## config.mk

```make
export PLATFORM = sky130hd
export DESIGN_NAME = closed_loop_move_sequencer_top_flat
export DESIGN_NICKNAME = d
export VERILOG_FILES = /design/src/rtl/cls_pkg.sv /design/src/rtl/cls_ifs.sv /design/src/rtl/cls_cfg.sv /design/src/rtl/cls_div.sv /design/src/rtl/closed_loop_move_sequencer_top.sv /design/src/flat_wrapper.sv
export SDC_FILE = /design/constraint.sdc
export NUM_CORES = 2
export LEC_CHECK = 0
export ABC_AREA = 1
export ABC_CLOCK_PERIOD_IN_PS = 38600
export BUFFER_PORTS_ARGS = -buffer_cell sky130_fd_sc_hd__buf_2
export CORE_MARGIN = 4
export CORE_UTILIZATION = 50
export CTS_BUF_LIST = sky130_fd_sc_hd__clkbuf_8
export CTS_CLUSTER_DIAMETER = 200
export CTS_CLUSTER_SIZE = 12
export DETAILED_ROUTE_END_ITERATION = 16
export PLACE_DENSITY_LB_ADDON = 0.1
export REMOVE_ABC_BUFFERS = 1
export SYNTH_ARGS = -nofsm -noshare
export SYNTH_HDL_FRONTEND = slang
export SYNTH_HIERARCHICAL = 1
export SYNTH_SLANG_ARGS = --single-unit
```

## constraint.sdc

```tcl
create_clock -name clk -period 38.6 [get_ports clk]
set_input_delay 0 -clock clk [delete_from_list [all_inputs] [get_ports clk]]
set_output_delay 0 -clock clk [all_outputs]
set_load 0.02 [all_outputs]
```

## src/rtl/cls_pkg.sv

```systemverilog
`default_nettype none
package cls_pkg;

    localparam int unsigned POS_WIDTH_DEF = 32;

    localparam int unsigned TOL_W    = 16;
    localparam int unsigned GAIN_W   = 16;
    localparam int unsigned STEP_W   = 20;
    localparam int unsigned ITER_W   = 4;
    localparam int unsigned STATUS_W = 4;
    localparam int unsigned FUNC_W   = 2;

    localparam int unsigned CFG_IDX_W  = 3;
    localparam int unsigned CFG_DATA_W = STEP_W;

    // event codes
    localparam logic [FUNC_W-1:0] FUNC_START       = 2'd0;
    localparam logic [FUNC_W-1:0] FUNC_SEG_DONE    = 2'd1;
    localparam logic [FUNC_W-1:0] FUNC_CORR_REPORT = 2'd2;

    // error codes (motion faults pass through unchanged)
    localparam logic [STATUS_W-1:0] ERR_CLEAR    = 4'd0;
    localparam logic [STATUS_W-1:0] ERR_BUSY     = 4'd1;
    localparam logic [STATUS_W-1:0] ERR_NOT_CONV = 4'd2;
    localparam logic [STATUS_W-1:0] STATUS_OK    = 4'd0;

    localparam logic [ITER_W-1:0] ITER_SAT = 4'd15;

    typedef enum logic [CFG_IDX_W-1:0] {
        REG_TOL_X     = 3'd0,
        REG_TOL_Y     = 3'd1,
        REG_GAIN_NUM  = 3'd2,
        REG_GAIN_DEN  = 3'd3,
        REG_MAX_STEP  = 3'd4,
        REG_MAX_ITER  = 3'd5,
        REG_MIN_X     = 3'd6,
        REG_MIN_Y     = 3'd7
    } cfg_reg_t;

    localparam logic [TOL_W-1:0]  TOL_RST      = 16'd20;
    localparam logic [GAIN_W-1:0] GAIN_NUM_RST = 16'd1;
    localparam logic [GAIN_W-1:0] GAIN_DEN_RST = 16'd1;
    localparam logic [STEP_W-1:0] MAX_STEP_RST = 20'd2000;
    localparam logic [ITER_W-1:0] MAX_ITER_RST = 4'd6;
    localparam logic [TOL_W-1:0]  MIN_STEP_RST = 16'd10;

    typedef struct packed {
        logic [TOL_W-1:0]  tol_x;
        logic [TOL_W-1:0]  tol_y;
        logic [GAIN_W-1:0] gain_num;
        logic [GAIN_W-1:0] gain_den;
        logic [STEP_W-1:0] max_step;
        logic [ITER_W-1:0] max_iter;
        logic [TOL_W-1:0]  min_x;
        logic [TOL_W-1:0]  min_y;
    } cfg_t;

endpackage
`default_nettype wire

```

## src/rtl/cls_ifs.sv

```systemverilog
`default_nettype none
interface cls_cmd_if #(
    parameter int unsigned POS_WIDTH = cls_pkg::POS_WIDTH_DEF
);
    logic                                valid;
    logic                                ready;
    logic [cls_pkg::FUNC_W-1:0]          func;
    logic signed [POS_WIDTH-1:0]         target_x;
    logic signed [POS_WIDTH-1:0]         target_y;
    logic signed [POS_WIDTH-1:0]         target_z;
    logic signed [POS_WIDTH-1:0]         target_phi;
    logic [cls_pkg::STATUS_W-1:0]        motion_status;
    logic signed [POS_WIDTH-1:0]         measured_x;
    logic signed [POS_WIDTH-1:0]         measured_y;
    logic signed [POS_WIDTH-1:0]         commanded_x;
    logic signed [POS_WIDTH-1:0]         commanded_y;

    modport source (
        output valid, func, target_x, target_y, target_z, target_phi,
               motion_status, measured_x, measured_y, commanded_x, commanded_y,
        input  ready
    );
    modport sink (
        input  valid, func, target_x, target_y, target_z, target_phi,
               motion_status, measured_x, measured_y, commanded_x, commanded_y,
        output ready
    );
endinterface

interface cls_rsp_if #(
    parameter int unsigned POS_WIDTH = cls_pkg::POS_WIDTH_DEF
);
    logic                                valid;
    logic                                ready;
    logic                                finished;
    logic [cls_pkg::STATUS_W-1:0]        error_code;
    logic                                move_valid;
    logic                                snap_valid;
    logic signed [POS_WIDTH-1:0]         move_x;
    logic signed [POS_WIDTH-1:0]         move_y;
    logic signed [POS_WIDTH-1:0]         move_z;
    logic signed [POS_WIDTH-1:0]         move_phi;

    modport source (
        output valid, finished, error_code, move_valid, snap_valid,
               move_x, move_y, move_z, move_phi,
        input  ready
    );
    modport sink (
        input  valid, finished, error_code, move_valid, snap_valid,
               move_x, move_y, move_z, move_phi,
        output ready
    );
endinterface
`default_nettype wire

```

## src/rtl/cls_cfg.sv

```systemverilog
`default_nettype none
module cls_cfg (
    input  logic                             clk,
    input  logic                             rst_n,
    input  logic                             we,
    input  logic [cls_pkg::CFG_IDX_W-1:0]    index,
    input  logic [cls_pkg::CFG_DATA_W-1:0]   data,
    output cls_pkg::cfg_t                    cfg
);

    cls_pkg::cfg_t cfg_reg;

    assign cfg = cfg_reg;

    always_ff @(posedge clk or negedge rst_n)
    begin
        if (!rst_n)
        begin
            cfg_reg.tol_x    <= cls_pkg::TOL_RST;
            cfg_reg.tol_y    <= cls_pkg::TOL_RST;
            cfg_reg.gain_num <= cls_pkg::GAIN_NUM_RST;
            cfg_reg.gain_den <= cls_pkg::GAIN_DEN_RST;
            cfg_reg.max_step <= cls_pkg::MAX_STEP_RST;
            cfg_reg.max_iter <= cls_pkg::MAX_ITER_RST;
            cfg_reg.min_x    <= cls_pkg::MIN_STEP_RST;
            cfg_reg.min_y    <= cls_pkg::MIN_STEP_RST;
        end
        else if (we)
        begin
            unique case (cls_pkg::cfg_reg_t'(index))
                cls_pkg::REG_TOL_X:    cfg_reg.tol_x    <= data[cls_pkg::TOL_W-1:0];
                cls_pkg::REG_TOL_Y:    cfg_reg.tol_y    <= data[cls_pkg::TOL_W-1:0];
                cls_pkg::REG_GAIN_NUM: cfg_reg.gain_num <= data[cls_pkg::GAIN_W-1:0];
                cls_pkg::REG_GAIN_DEN: cfg_reg.gain_den <= data[cls_pkg::GAIN_W-1:0];
                cls_pkg::REG_MAX_STEP: cfg_reg.max_step <= data[cls_pkg::STEP_W-1:0];
                cls_pkg::REG_MAX_ITER: cfg_reg.max_iter <= data[cls_pkg::ITER_W-1:0];
                cls_pkg::REG_MIN_X:    cfg_reg.min_x    <= data[cls_pkg::TOL_W-1:0];
                cls_pkg::REG_MIN_Y:    cfg_reg.min_y    <= data[cls_pkg::TOL_W-1:0];
                default: ;
            endcase
        end
    end

endmodule
`default_nettype wire

```

## src/rtl/cls_div.sv

```systemverilog
`default_nettype none
module cls_div #(
    parameter int unsigned DW = 48,
    parameter int unsigned VW = 16
) (
    input  logic          clk,
    input  logic          rst_n,
    input  logic          start,
    input  logic [DW-1:0] dividend,
    input  logic [VW-1:0] divisor,
    output logic          done,
    output logic [DW-1:0] quotient
);

    localparam int unsigned CNTW = (DW > 1) ? $clog2(DW) : 1;

    logic            busy_reg;
    logic            done_reg;
    logic [CNTW-1:0] cnt_reg;
    logic [DW-1:0]   quo_reg;
    logic [VW-1:0]   rem_reg;

    logic [VW:0]     rem_sh;
    logic [VW:0]     rem_sub;
    logic            fits;

    // restoring step: one quotient bit per cycle, MSB first
    assign rem_sh  = {rem_reg, quo_reg[DW-1]};
    assign fits    = (rem_sh >= {1'b0, divisor});
    assign rem_sub = fits ? (rem_sh - {1'b0, divisor}) : rem_sh;

    assign done     = done_reg;
    assign quotient = quo_reg;

    always_ff @(posedge clk or negedge rst_n)
    begin
        if (!rst_n)
        begin
            busy_reg <= 1'b0;
            done_reg <= 1'b0;
            cnt_reg  <= '0;
        end
        else
        begin
            done_reg <= 1'b0;
            if (start)
            begin
                busy_reg <= 1'b1;
                cnt_reg  <= CNTW'(DW - 1);
            end
            else if (busy_reg)
            begin
                cnt_reg <= cnt_reg - 1'b1;
                if (cnt_reg == '0)
                begin
                    busy_reg <= 1'b0;
                    done_reg <= 1'b1;
                end
            end
        end
    end

    always_ff @(posedge clk)
    begin
        if (start)
        begin
            quo_reg <= dividend;
            rem_reg <= '0;
        end
        else if (busy_reg)
        begin
            quo_reg <= {quo_reg[DW-2:0], fits};
            rem_reg <= rem_sub[VW-1:0];
        end
    end

endmodule
`default_nettype wire

```

## src/rtl/closed_loop_move_sequencer_top.sv

```systemverilog
// Closed-loop move sequencer.
// Input channel cmd carries one event word (start, segment done, correction
// start report); output channel rsp returns exactly one result word per
// event. Both use valid/ready; a word moves when both are high.
// Configuration is written through cfg_we/cfg_index/cfg_data; the user must
// write it only while idle, since the block itself does not enforce it.
// Sequence: an event that needs no correction move (start, report, refused or
// idle event, snap, fault or not-converged finish) goes through S_EVAL and
// S_DONE, then loads the output register that raises rsp.valid. A segment-done
// event that needs a correction runs both axes through one multiplier and one
// shared bit-serial divider of POS_WIDTH+16 steps, in S_LOAD, S_DIV and S_FIX
// per axis, x then y, before S_DONE; a zero gain denominator skips S_DIV.
// cmd.ready is high only in S_IDLE, so one event is handled at a time.
// The output register holds a finished word until rsp.ready; the next event
// is accepted while it waits, and its result is held back until the output
// register frees up.
// Reset clears the job state and restores the register defaults.
`default_nettype none
module closed_loop_move_sequencer_top #(
    parameter int unsigned POS_WIDTH = cls_pkg::POS_WIDTH_DEF
) (
    input  logic                             clk,
    input  logic                             rst_n,
    input  logic                             cfg_we,
    input  logic [cls_pkg::CFG_IDX_W-1:0]    cfg_index,
    input  logic [cls_pkg::CFG_DATA_W-1:0]   cfg_data,
    cls_cmd_if.sink                          cmd,
    cls_rsp_if.source                        rsp
);

    localparam int unsigned W  = POS_WIDTH;
    localparam int unsigned DW = POS_WIDTH + cls_pkg::GAIN_W;
    localparam int unsigned SW = cls_pkg::STEP_W;
    localparam int unsigned CW = (POS_WIDTH > SW) ? POS_WIDTH : SW;

    typedef enum logic [5:0] {
        S_IDLE = 6'b000001,
        S_EVAL = 6'b000010,
        S_LOAD = 6'b000100,
        S_DIV  = 6'b001000,
        S_FIX  = 6'b010000,
        S_DONE = 6'b100000
    } state_t;

    state_t state_reg, state_next;

    cls_pkg::cfg_t cfg;

    // job state
    logic                          job_active_reg;
    logic [cls_pkg::STATUS_W-1:0]  last_error_reg;
    logic [cls_pkg::ITER_W-1:0]    iter_reg;
    logic [W-1:0]                  goal_x_reg, goal_y_reg, goal_z_reg, goal_phi_reg;
    logic                          axis_reg;
    logic                          rsp_valid_reg;

    // latched event
    logic [cls_pkg::FUNC_W-1:0]    func_reg;
    logic [cls_pkg::STATUS_W-1:0]  status_reg;
    logic [W-1:0]                  tgt_x_reg, tgt_y_reg, tgt_z_reg, tgt_phi_reg;
    logic [W-1:0]                  meas_x_reg, meas_y_reg, cmdp_x_reg, cmdp_y_reg;

    // per-axis correction operands
    logic [W-1:0]                  mag_x_reg, mag_y_reg;
    logic                          neg_x_reg, neg_y_reg, out_x_reg, out_y_reg;
    logic [DW-1:0]                 q_reg;

    // staged and output result
    logic                          res_fin_reg, res_mv_reg, res_snap_reg;
    logic [cls_pkg::STATUS_W-1:0]  res_err_reg;
    logic [W-1:0]                  res_x_reg, res_y_reg, res_z_reg, res_phi_reg;
    logic                          o_fin_reg, o_mv_reg, o_snap_reg;
    logic [cls_pkg::STATUS_W-1:0]  o_err_reg;
    logic [W-1:0]                  o_x_reg, o_y_reg, o_z_reg, o_phi_reg;

    cls_cfg u_cfg (
        .clk   (clk),
        .rst_n (rst_n),
        .we    (cfg_we),
        .index (cfg_index),
        .data  (cfg_data),
        .cfg   (cfg)
    );

    // position error against the goal
    logic [W-1:0] err_x, err_y, mag_x, mag_y;
    logic         neg_x, neg_y, within_x, within_y;

    assign err_x    = goal_x_reg - meas_x_reg;
    assign err_y    = goal_y_reg - meas_y_reg;
    assign neg_x    = err_x[W-1];
    assign neg_y    = err_y[W-1];
    assign mag_x    = neg_x ? (W'(0) - err_x) : err_x;
    assign mag_y    = neg_y ? (W'(0) - err_y) : err_y;
    assign within_x = (mag_x <= W'(cfg.tol_x));
    assign within_y = (mag_y <= W'(cfg.tol_y));

    // event decode
    logic                          ev_fin, ev_snap, ev_mv, ev_active, ev_load_goal;
    logic [cls_pkg::STATUS_W-1:0]  ev_err, ev_last;
    logic [cls_pkg::ITER_W-1:0]    ev_iter;

    always_comb
    begin
        ev_fin       = 1'b0;
        ev_err       = cls_pkg::ERR_CLEAR;
        ev_snap      = 1'b0;
        ev_mv        = 1'b0;
        ev_active    = job_active_reg;
        ev_last      = last_error_reg;
        ev_iter      = iter_reg;
        ev_load_goal = 1'b0;
        if (func_reg == cls_pkg::FUNC_START)
        begin
            if (job_active_reg)
            begin
                ev_err = cls_pkg::ERR_BUSY;
            end
            else
            begin
                ev_load_goal = 1'b1;
                ev_iter      = '0;
                ev_last      = status_reg;
                if (status_reg != cls_pkg::STATUS_OK)
                begin
                    ev_fin = 1'b1;
                    ev_err = status_reg;
                end
                else
                begin
                    ev_active = 1'b1;
                end
            end
        end
        else if (!job_active_reg)
        begin
            ev_fin = 1'b1;
            ev_err = last_error_reg;
        end
        else
        begin
            unique case (func_reg)
                cls_pkg::FUNC_SEG_DONE:
                begin
                    if (status_reg != cls_pkg::STATUS_OK)
                    begin
                        ev_last   = status_reg;
                        ev_active = 1'b0;
                        ev_fin    = 1'b1;
                        ev_err    = status_reg;
                    end
                    else if (within_x && within_y)
                    begin
                        ev_last   = cls_pkg::ERR_CLEAR;
                        ev_active = 1'b0;
                        ev_fin    = 1'b1;
                        ev_snap   = 1'b1;
                    end
                    else if (iter_reg >= cfg.max_iter)
                    begin
                        ev_last   = cls_pkg::ERR_NOT_CONV;
                        ev_active = 1'b0;
                        ev_fin    = 1'b1;
                        ev_err    = cls_pkg::ERR_NOT_CONV;
                    end
                    else
                    begin
                        ev_mv = 1'b1;
                    end
                end
                cls_pkg::FUNC_CORR_REPORT:
                begin
                    if (status_reg != cls_pkg::STATUS_OK)
                    begin
                        ev_last   = status_reg;
                        ev_active = 1'b0;
                        ev_fin    = 1'b1;
                        ev_err    = status_reg;
                    end
                    else if (iter_reg < cls_pkg::ITER_SAT)
                    begin
                        ev_iter = iter_reg + 1'b1;
                    end
                end
                default: ;
            endcase
        end
    end

    // shared multiply and divide for the selected axis
    logic [W-1:0]  sel_mag, sel_cmdp, c_pos, new_pos;
    logic          sel_neg, sel_out;
    logic [cls_pkg::TOL_W-1:0] sel_min;
    logic [DW-1:0] prod, dividend, div_quo;
    logic          div_start, div_done;
    logic [SW-1:0] q_clamp, q_fin;
    logic [CW-1:0] c_wide;

    assign sel_mag  = axis_reg ? mag_y_reg  : mag_x_reg;
    assign sel_neg  = axis_reg ? neg_y_reg  : neg_x_reg;
    assign sel_out  = axis_reg ? out_y_reg  : out_x_reg;
    assign sel_cmdp = axis_reg ? cmdp_y_reg : cmdp_x_reg;
    assign sel_min  = axis_reg ? cfg.min_y  : cfg.min_x;

    assign prod     = {{cls_pkg::GAIN_W{1'b0}}, sel_mag} * {{W{1'b0}}, cfg.gain_num};
    assign dividend = prod + DW'(cfg.gain_den >> 1);

    assign div_start = (state_reg == S_LOAD) && (cfg.gain_den != '0);

    cls_div #(
        .DW (DW),
        .VW (cls_pkg::GAIN_W)
    ) u_div (
        .clk      (clk),
        .rst_n    (rst_n),
        .start    (div_start),
        .dividend (dividend),
        .divisor  (cfg.gain_den),
        .done     (div_done),
        .quotient (div_quo)
    );

    // clamp to max step, then raise to the minimum step while outside tolerance
    assign q_clamp = (q_reg > DW'(cfg.max_step)) ? cfg.max_step : q_reg[SW-1:0];
    assign q_fin   = (sel_out && (q_clamp < SW'(sel_min))) ? SW'(sel_min) : q_clamp;
    assign c_wide  = CW'(q_fin);
    assign c_pos   = c_wide[W-1:0];
    assign new_pos = sel_neg ? (sel_cmdp - c_pos) : (sel_cmdp + c_pos);

    logic need_corr, out_free;

    assign need_corr = ev_mv;
    assign out_free  = !rsp_valid_reg || rsp.ready;

    always_comb
    begin
        state_next = state_reg;
        unique case (state_reg)
            S_IDLE: if (cmd.valid) state_next = S_EVAL;
            S_EVAL: state_next = need_corr ? S_LOAD : S_DONE;
            S_LOAD: state_next = (cfg.gain_den == '0) ? S_FIX : S_DIV;
            S_DIV:  if (div_done) state_next = S_FIX;
            S_FIX:  state_next = axis_reg ? S_DONE : S_LOAD;
            S_DONE: if (out_free) state_next = S_IDLE;
            default: state_next = S_IDLE;
        endcase
    end

    always_ff @(posedge clk or negedge rst_n)
    begin
        if (!rst_n)
        begin
            state_reg      <= S_IDLE;
            job_active_reg <= 1'b0;
            last_error_reg <= cls_pkg::ERR_CLEAR;
            iter_reg       <= '0;
            goal_x_reg     <= '0;
            goal_y_reg     <= '0;
            goal_z_reg     <= '0;
            goal_phi_reg   <= '0;
            axis_reg       <= 1'b0;
            rsp_valid_reg  <= 1'b0;
        end
        else
        begin
            state_reg <= state_next;
            if (state_reg == S_EVAL)
            begin
                job_active_reg <= ev_active;
                last_error_reg <= ev_last;
                iter_reg       <= ev_iter;
                axis_reg       <= 1'b0;
                if (ev_load_goal)
                begin
                    goal_x_reg   <= tgt_x_reg;
                    goal_y_reg   <= tgt_y_reg;
                    goal_z_reg   <= tgt_z_reg;
                    goal_phi_reg <= tgt_phi_reg;
                end
            end
            if (state_reg == S_FIX)
            begin
                axis_reg <= 1'b1;
            end
            // load a new word, or drop the one taken by the receiver
            if ((state_reg == S_DONE) && out_free)
            begin
                rsp_valid_reg <= 1'b1;
            end
            else if (rsp.ready)
            begin
                rsp_valid_reg <= 1'b0;
            end
        end
    end

    always_ff @(posedge clk)
    begin
        if (cmd.valid && cmd.ready)
        begin
            func_reg    <= cmd.func;
            status_reg  <= cmd.motion_status;
            tgt_x_reg   <= cmd.target_x;
            tgt_y_reg   <= cmd.target_y;
            tgt_z_reg   <= cmd.target_z;
            tgt_phi_reg <= cmd.target_phi;
            meas_x_reg  <= cmd.measured_x;
            meas_y_reg  <= cmd.measured_y;
            cmdp_x_reg  <= cmd.commanded_x;
            cmdp_y_reg  <= cmd.commanded_y;
        end
        if (state_reg == S_EVAL)
        begin
            mag_x_reg    <= mag_x;
            mag_y_reg    <= mag_y;
            neg_x_reg    <= neg_x;
            neg_y_reg    <= neg_y;
            out_x_reg    <= !within_x;
            out_y_reg    <= !within_y;
            res_fin_reg  <= ev_fin;
            res_err_reg  <= ev_err;
            res_mv_reg   <= ev_mv;
            res_snap_reg <= ev_snap;
            res_x_reg    <= ev_snap ? goal_x_reg : '0;
            res_y_reg    <= ev_snap ? goal_y_reg : '0;
            res_z_reg    <= (ev_snap || ev_mv) ? goal_z_reg   : '0;
            res_phi_reg  <= (ev_snap || ev_mv) ? goal_phi_reg : '0;
        end
        if ((state_reg == S_LOAD) && (cfg.gain_den == '0))
        begin
            q_reg <= '0;
        end
        if ((state_reg == S_DIV) && div_done)
        begin
            q_reg <= div_quo;
        end
        if (state_reg == S_FIX)
        begin
            if (axis_reg)
            begin
                res_y_reg <= new_pos;
            end
            else
            begin
                res_x_reg <= new_pos;
            end
        end
        if ((state_reg == S_DONE) && out_free)
        begin
            o_fin_reg  <= res_fin_reg;
            o_err_reg  <= res_err_reg;
            o_mv_reg   <= res_mv_reg;
            o_snap_reg <= res_snap_reg;
            o_x_reg    <= res_x_reg;
            o_y_reg    <= res_y_reg;
            o_z_reg    <= res_z_reg;
            o_phi_reg  <= res_phi_reg;
        end
    end

    assign cmd.ready      = (state_reg == S_IDLE);
    assign rsp.valid      = rsp_valid_reg;
    assign rsp.finished   = o_fin_reg;
    assign rsp.error_code = o_err_reg;
    assign rsp.move_valid = o_mv_reg;
    assign rsp.snap_valid = o_snap_reg;
    assign rsp.move_x     = o_x_reg;
    assign rsp.move_y     = o_y_reg;
    assign rsp.move_z     = o_z_reg;
    assign rsp.move_phi   = o_phi_reg;

`ifndef ASSERT_OFF
    a_move_or_snap: assert property (@(posedge clk) disable iff (!rst_n)
        rsp.valid |-> !(rsp.move_valid && rsp.snap_valid))
        else $error("move and snap requested in one word");

    a_div_in_div: assert property (@(posedge clk) disable iff (!rst_n)
        div_done |-> (state_reg == S_DIV))
        else $error("divider finished outside the divide state");

    a_accept_eval: assert property (@(posedge clk) disable iff (!rst_n)
        (cmd.valid && cmd.ready) |=> (state_reg == S_EVAL))
        else $error("accepted word not evaluated");

    a_corr_active: assert property (@(posedge clk) disable iff (!rst_n)
        (state_reg == S_LOAD) |-> job_active_reg)
        else $error("correction running without an active job");
`endif

endmodule
`default_nettype wire
```

## src/flat_wrapper.sv

```systemverilog
// flat-port wrapper written by rule: the top's interface ports become plain ports
module closed_loop_move_sequencer_top_flat 
#(
    parameter int unsigned POS_WIDTH = cls_pkg::POS_WIDTH_DEF
)
  (clk, rst_n, cfg_we, cfg_index, cfg_data, cmd_valid, cmd_func, cmd_target_x, cmd_target_y, cmd_target_z, cmd_target_phi, cmd_motion_status, cmd_measured_x, cmd_measured_y, cmd_commanded_x, cmd_commanded_y, cmd_ready, rsp_valid, rsp_finished, rsp_error_code, rsp_move_valid, rsp_snap_valid, rsp_move_x, rsp_move_y, rsp_move_z, rsp_move_phi, rsp_ready);
  cls_cmd_if #(.POS_WIDTH(POS_WIDTH)) cmd_i ();
  cls_rsp_if #(.POS_WIDTH(POS_WIDTH)) rsp_i ();
  input  logic clk;
  input  logic rst_n;
  input  logic cfg_we;
  input  logic [cls_pkg::CFG_IDX_W-1:0] cfg_index;
  input  logic [cls_pkg::CFG_DATA_W-1:0] cfg_data;
  input wire logic [$bits(cmd_i.valid)-1:0] cmd_valid;
  input wire logic [$bits(cmd_i.func)-1:0] cmd_func;
  input wire logic [$bits(cmd_i.target_x)-1:0] cmd_target_x;
  input wire logic [$bits(cmd_i.target_y)-1:0] cmd_target_y;
  input wire logic [$bits(cmd_i.target_z)-1:0] cmd_target_z;
  input wire logic [$bits(cmd_i.target_phi)-1:0] cmd_target_phi;
  input wire logic [$bits(cmd_i.motion_status)-1:0] cmd_motion_status;
  input wire logic [$bits(cmd_i.measured_x)-1:0] cmd_measured_x;
  input wire logic [$bits(cmd_i.measured_y)-1:0] cmd_measured_y;
  input wire logic [$bits(cmd_i.commanded_x)-1:0] cmd_commanded_x;
  input wire logic [$bits(cmd_i.commanded_y)-1:0] cmd_commanded_y;
  output wire logic [$bits(cmd_i.ready)-1:0] cmd_ready;
  output wire logic [$bits(rsp_i.valid)-1:0] rsp_valid;
  output wire logic [$bits(rsp_i.finished)-1:0] rsp_finished;
  output wire logic [$bits(rsp_i.error_code)-1:0] rsp_error_code;
  output wire logic [$bits(rsp_i.move_valid)-1:0] rsp_move_valid;
  output wire logic [$bits(rsp_i.snap_valid)-1:0] rsp_snap_valid;
  output wire logic [$bits(rsp_i.move_x)-1:0] rsp_move_x;
  output wire logic [$bits(rsp_i.move_y)-1:0] rsp_move_y;
  output wire logic [$bits(rsp_i.move_z)-1:0] rsp_move_z;
  output wire logic [$bits(rsp_i.move_phi)-1:0] rsp_move_phi;
  input wire logic [$bits(rsp_i.ready)-1:0] rsp_ready;
  assign cmd_i.valid = cmd_valid;
  assign cmd_i.func = cmd_func;
  assign cmd_i.target_x = cmd_target_x;
  assign cmd_i.target_y = cmd_target_y;
  assign cmd_i.target_z = cmd_target_z;
  assign cmd_i.target_phi = cmd_target_phi;
  assign cmd_i.motion_status = cmd_motion_status;
  assign cmd_i.measured_x = cmd_measured_x;
  assign cmd_i.measured_y = cmd_measured_y;
  assign cmd_i.commanded_x = cmd_commanded_x;
  assign cmd_i.commanded_y = cmd_commanded_y;
  assign cmd_ready = cmd_i.ready;
  assign rsp_valid = rsp_i.valid;
  assign rsp_finished = rsp_i.finished;
  assign rsp_error_code = rsp_i.error_code;
  assign rsp_move_valid = rsp_i.move_valid;
  assign rsp_snap_valid = rsp_i.snap_valid;
  assign rsp_move_x = rsp_i.move_x;
  assign rsp_move_y = rsp_i.move_y;
  assign rsp_move_z = rsp_i.move_z;
  assign rsp_move_phi = rsp_i.move_phi;
  assign rsp_i.ready = rsp_ready;
  closed_loop_move_sequencer_top #(.POS_WIDTH(POS_WIDTH)) u_core (.clk(clk), .rst_n(rst_n), .cfg_we(cfg_we), .cfg_index(cfg_index), .cfg_data(cfg_data), .cmd(cmd_i), .rsp(rsp_i));
endmodule
```

==> impl_metrics.py <==
metrics = {
    "global_routing": {
        "antenna_found_initial": 8,
        "grt.overflow.total": 0,
        "grt_start_max_net_pins": 133,
        "grt_usage_pct": 30.5,
        "first_global_vias": 54400,
        "grt_pass1_wl_um": 321000,
    },
    "die": {
        "start_util_pct": 50.6,
        "die_area_um2": 138000,
        "rows": 132,
        "num_io_pins": 427,
        "core_area_um2": 130000,
        "die_h_um": 371,
        "die_x_um": 371,
    },
    "clock_network": {
        "cts_sinks": 985,
        "clockRootBuffer": "clkbuf_8",
        "cts_buffer_depth": 3,
        "clk_latency_ns": 0.85,
        "cts_resized": 0,
        "cts_tree": "built",
        "clkTransAtPathRegs_ns": 0.11,
        "cts_buffers": 92,
        "cts.htree.levels": 3,
    },
    "placement": {
        "place_inst": 9579,
        "hpwl_um": 153000,
        "place.gp.congestion": 0.955,
        "port_buffers": 426,
    },
    "cells_and_area": {
        "largest_reg_flops": 120,
        "final_nets": 9568,
        "multi_input_area_um2": 32700,
        "fillers": 11500,
        "mostFrequentLayoutCells": "nand2_1, inv_1, edfxtp_1",
        "syn2layout_area_growth_pct": 17.0,
        "layout-drive-gt1-share_pct": 10.2,
        "fin_cells": 10300,
        "regArea_um2": 27400,
        "final_common_cell": "nand2_1",
        "finalCoreUtilization_pct": 59.2,
    },
    "timing": {
        "hold_slack_ns": 0.153,
        "tns_ns": 0,
        "slew_violations": 0,
        "setup_viol": 0,
        "fin_crit_sh_pct": 23.4,
        "fin_skew_ns": 0.109,
        "tightest_slew_ns": 1.26,
        "finalHoldViolCount": 0,
        "rsz0062_at_grt": "no",
        "relSlewSlack_pct": 15.8,
        "fmax_mhz": 111,
        "fin_crit_ns": 9.03,
    },
    "drt": {
        "ant_nets": 0,
        "via_per_inst": 5.25,
        "drt_drc_violations_left": 0,
        "firstDrtPassIters": 5,
        "vias": 54300,
        "wl_um": 209000,
        "wire_per_inst_um": 20.2,
        "initialDrtViolationCount": 4823,
    },
    "critical_path": {
        "cp.arrival_ns": 9.67,
        "cp-end-kind": "register",
        "cp.required_ns": 39.24,
        "path_max_fanout": 37,
        "cpMostUsedCell": "nand2_1",
        "critPathKind": "register to register",
        "worstSetupStartpointType": "register",
        "slowest_delay_ns": 0.82,
        "slowest_stage": "dfrtp_2",
    },
    "synth": {
        "ys_types": 63,
        "ys_seq_area_share_pct": 41.6,
        "synth-edff-count": 632,
        "synthFlopType": "edfxtp_1",
        "syn_inst": 7596,
        "synthTopCellsByArea": "edfxtp_1, nand2_1, fa_1, dfrtp_1, inv_1",
        "ys_ff_latch": 985,
        "synthArstFlopShare_pct": 27.7,
        "yosysTopAreaCell": "edfxtp_1",
        "syn_area_per_cell_um2": 8.68,
        "synth_top_cell_area_share_pct": 28.8,
        "synth_warnings": 6,
        "netlist_area_um2": 65900,
    },
    "job": {
        "drv_cap": 0,
    },
    "run_status": {
        "outcome": "complete, no violations",
    },
    "hold_path": {
        "hold_path.class": "primary input to register",
    },
}
## cell usage after synthesis, types with 4 or more instances
library cell,instances
a21boi_0,15
a21boi_1,38
a21boi_2,20
a21o_1,5
a21oi_1,258
a31oi_1,4
and2_1,8
buf_1,12
buf_2,32
buf_4,10
buf_6,13
clkbuf_1,160
clkbuf_2,4
clkinv_1,6
dfrtp_1,254
dfstp_2,19
dfxtp_1,80
edfxtp_1,632
fa_1,437
ha_1,329
inv_1,1227
inv_2,28
mux2i_1,14
nand2_1,2420
nand2_2,46
nand3_1,296
nand3_2,39
nand3b_1,25
nand4_1,93
nand4_2,4
nor2_1,555
nor2_2,38
nor2_4,10
nor3_1,39
nor3_2,4
nor4_1,10
o211ai_1,8
o21a_1,21
o21ai_0,126
o21ai_1,12
o21bai_1,18
or2_2,66
xnor2_1,39
xor2_1,91
## cells by family after synthesis
family	share of synthesized area (%)
AO/OA/AOI/OAI	4.83
buffers and inverters	8.85
flip-flops	41.6
multiplexers	0.213
XOR/XNOR	1.73
AND/OR/NAND/NOR	23.3
adder cells (fa/ha/maj)	19.5
## routing by layer
layer  vias up  GRT usage [%]  routed length [µm]
met4         0           9.89                7720
met3       377           3.85               12900
met2      2013           51.8              102000
li1      25500              -                   -
met5         -              0                   0
met1     26400           40.7               86700
## cell type report
cell class / count / share of cell area (%)
diodes: 7 / 0.0227
well taps: 1742 / 2.83
inverters: 1262 / 6.15
repair buffers: 1057 / 10.9
clock inverters: 81 / 0.501
flip-flops and latches: 985 / 35.6
multi-input cells: 5114 / 42.4
clock buffers: 93 / 1.66
## worst paths after layout
check                                            end  cells past startpoint                  from  slack, ns
hold reg to reg                u_core/rsp.move_z[16]                      0  u_core/res_z_reg[16]       0.38
hold / removal                      u_core/rsp.valid                      5             rsp_ready       0.15
max in group asynchronous       u_core/u_cfg/cfg[80]                      5                 rst_n      36.52
min in group asynchronous    u_core/goal_phi_reg[17]                      4                 rst_n       0.27
setup reg to reg           u_core/u_div/quotient[46]                     32       u_core/axis_reg      29.57
setup / recovery           u_core/u_div/quotient[46]                     32       u_core/axis_reg      29.57
## repair_timing
item                                   in CTS  in global routing
buffers inserted                            0                  0
hold buffers                              581                  0
endpoints found under the hold margin     612                  0
## metrics by stage
step                      area (µm²)  setup slack, ns
after CTS                      77100            29.68
after global routing           77100            28.71
after global placement         69600            29.74
after floorplan                64800            0.637
after detailed placement       69600            29.71
final                          77100            29.57
## worst max-delay path: cells and delay by family (launching register included)
family | cells | cell delay (ns)
and+or+nand+nor | 9 | 1.32
DFF | 1 | 0.82
buffers and inverters | 6 | 1.07
AOI/OAI and AO/OA | 9 | 2.40
xor gates and xnor gates | 1 | 0.16
adders and majority gates | 7 | 3.09
Power is not shown: default switching activity piles up to over one toggle a cycle in this logic, so the estimate is an artifact.
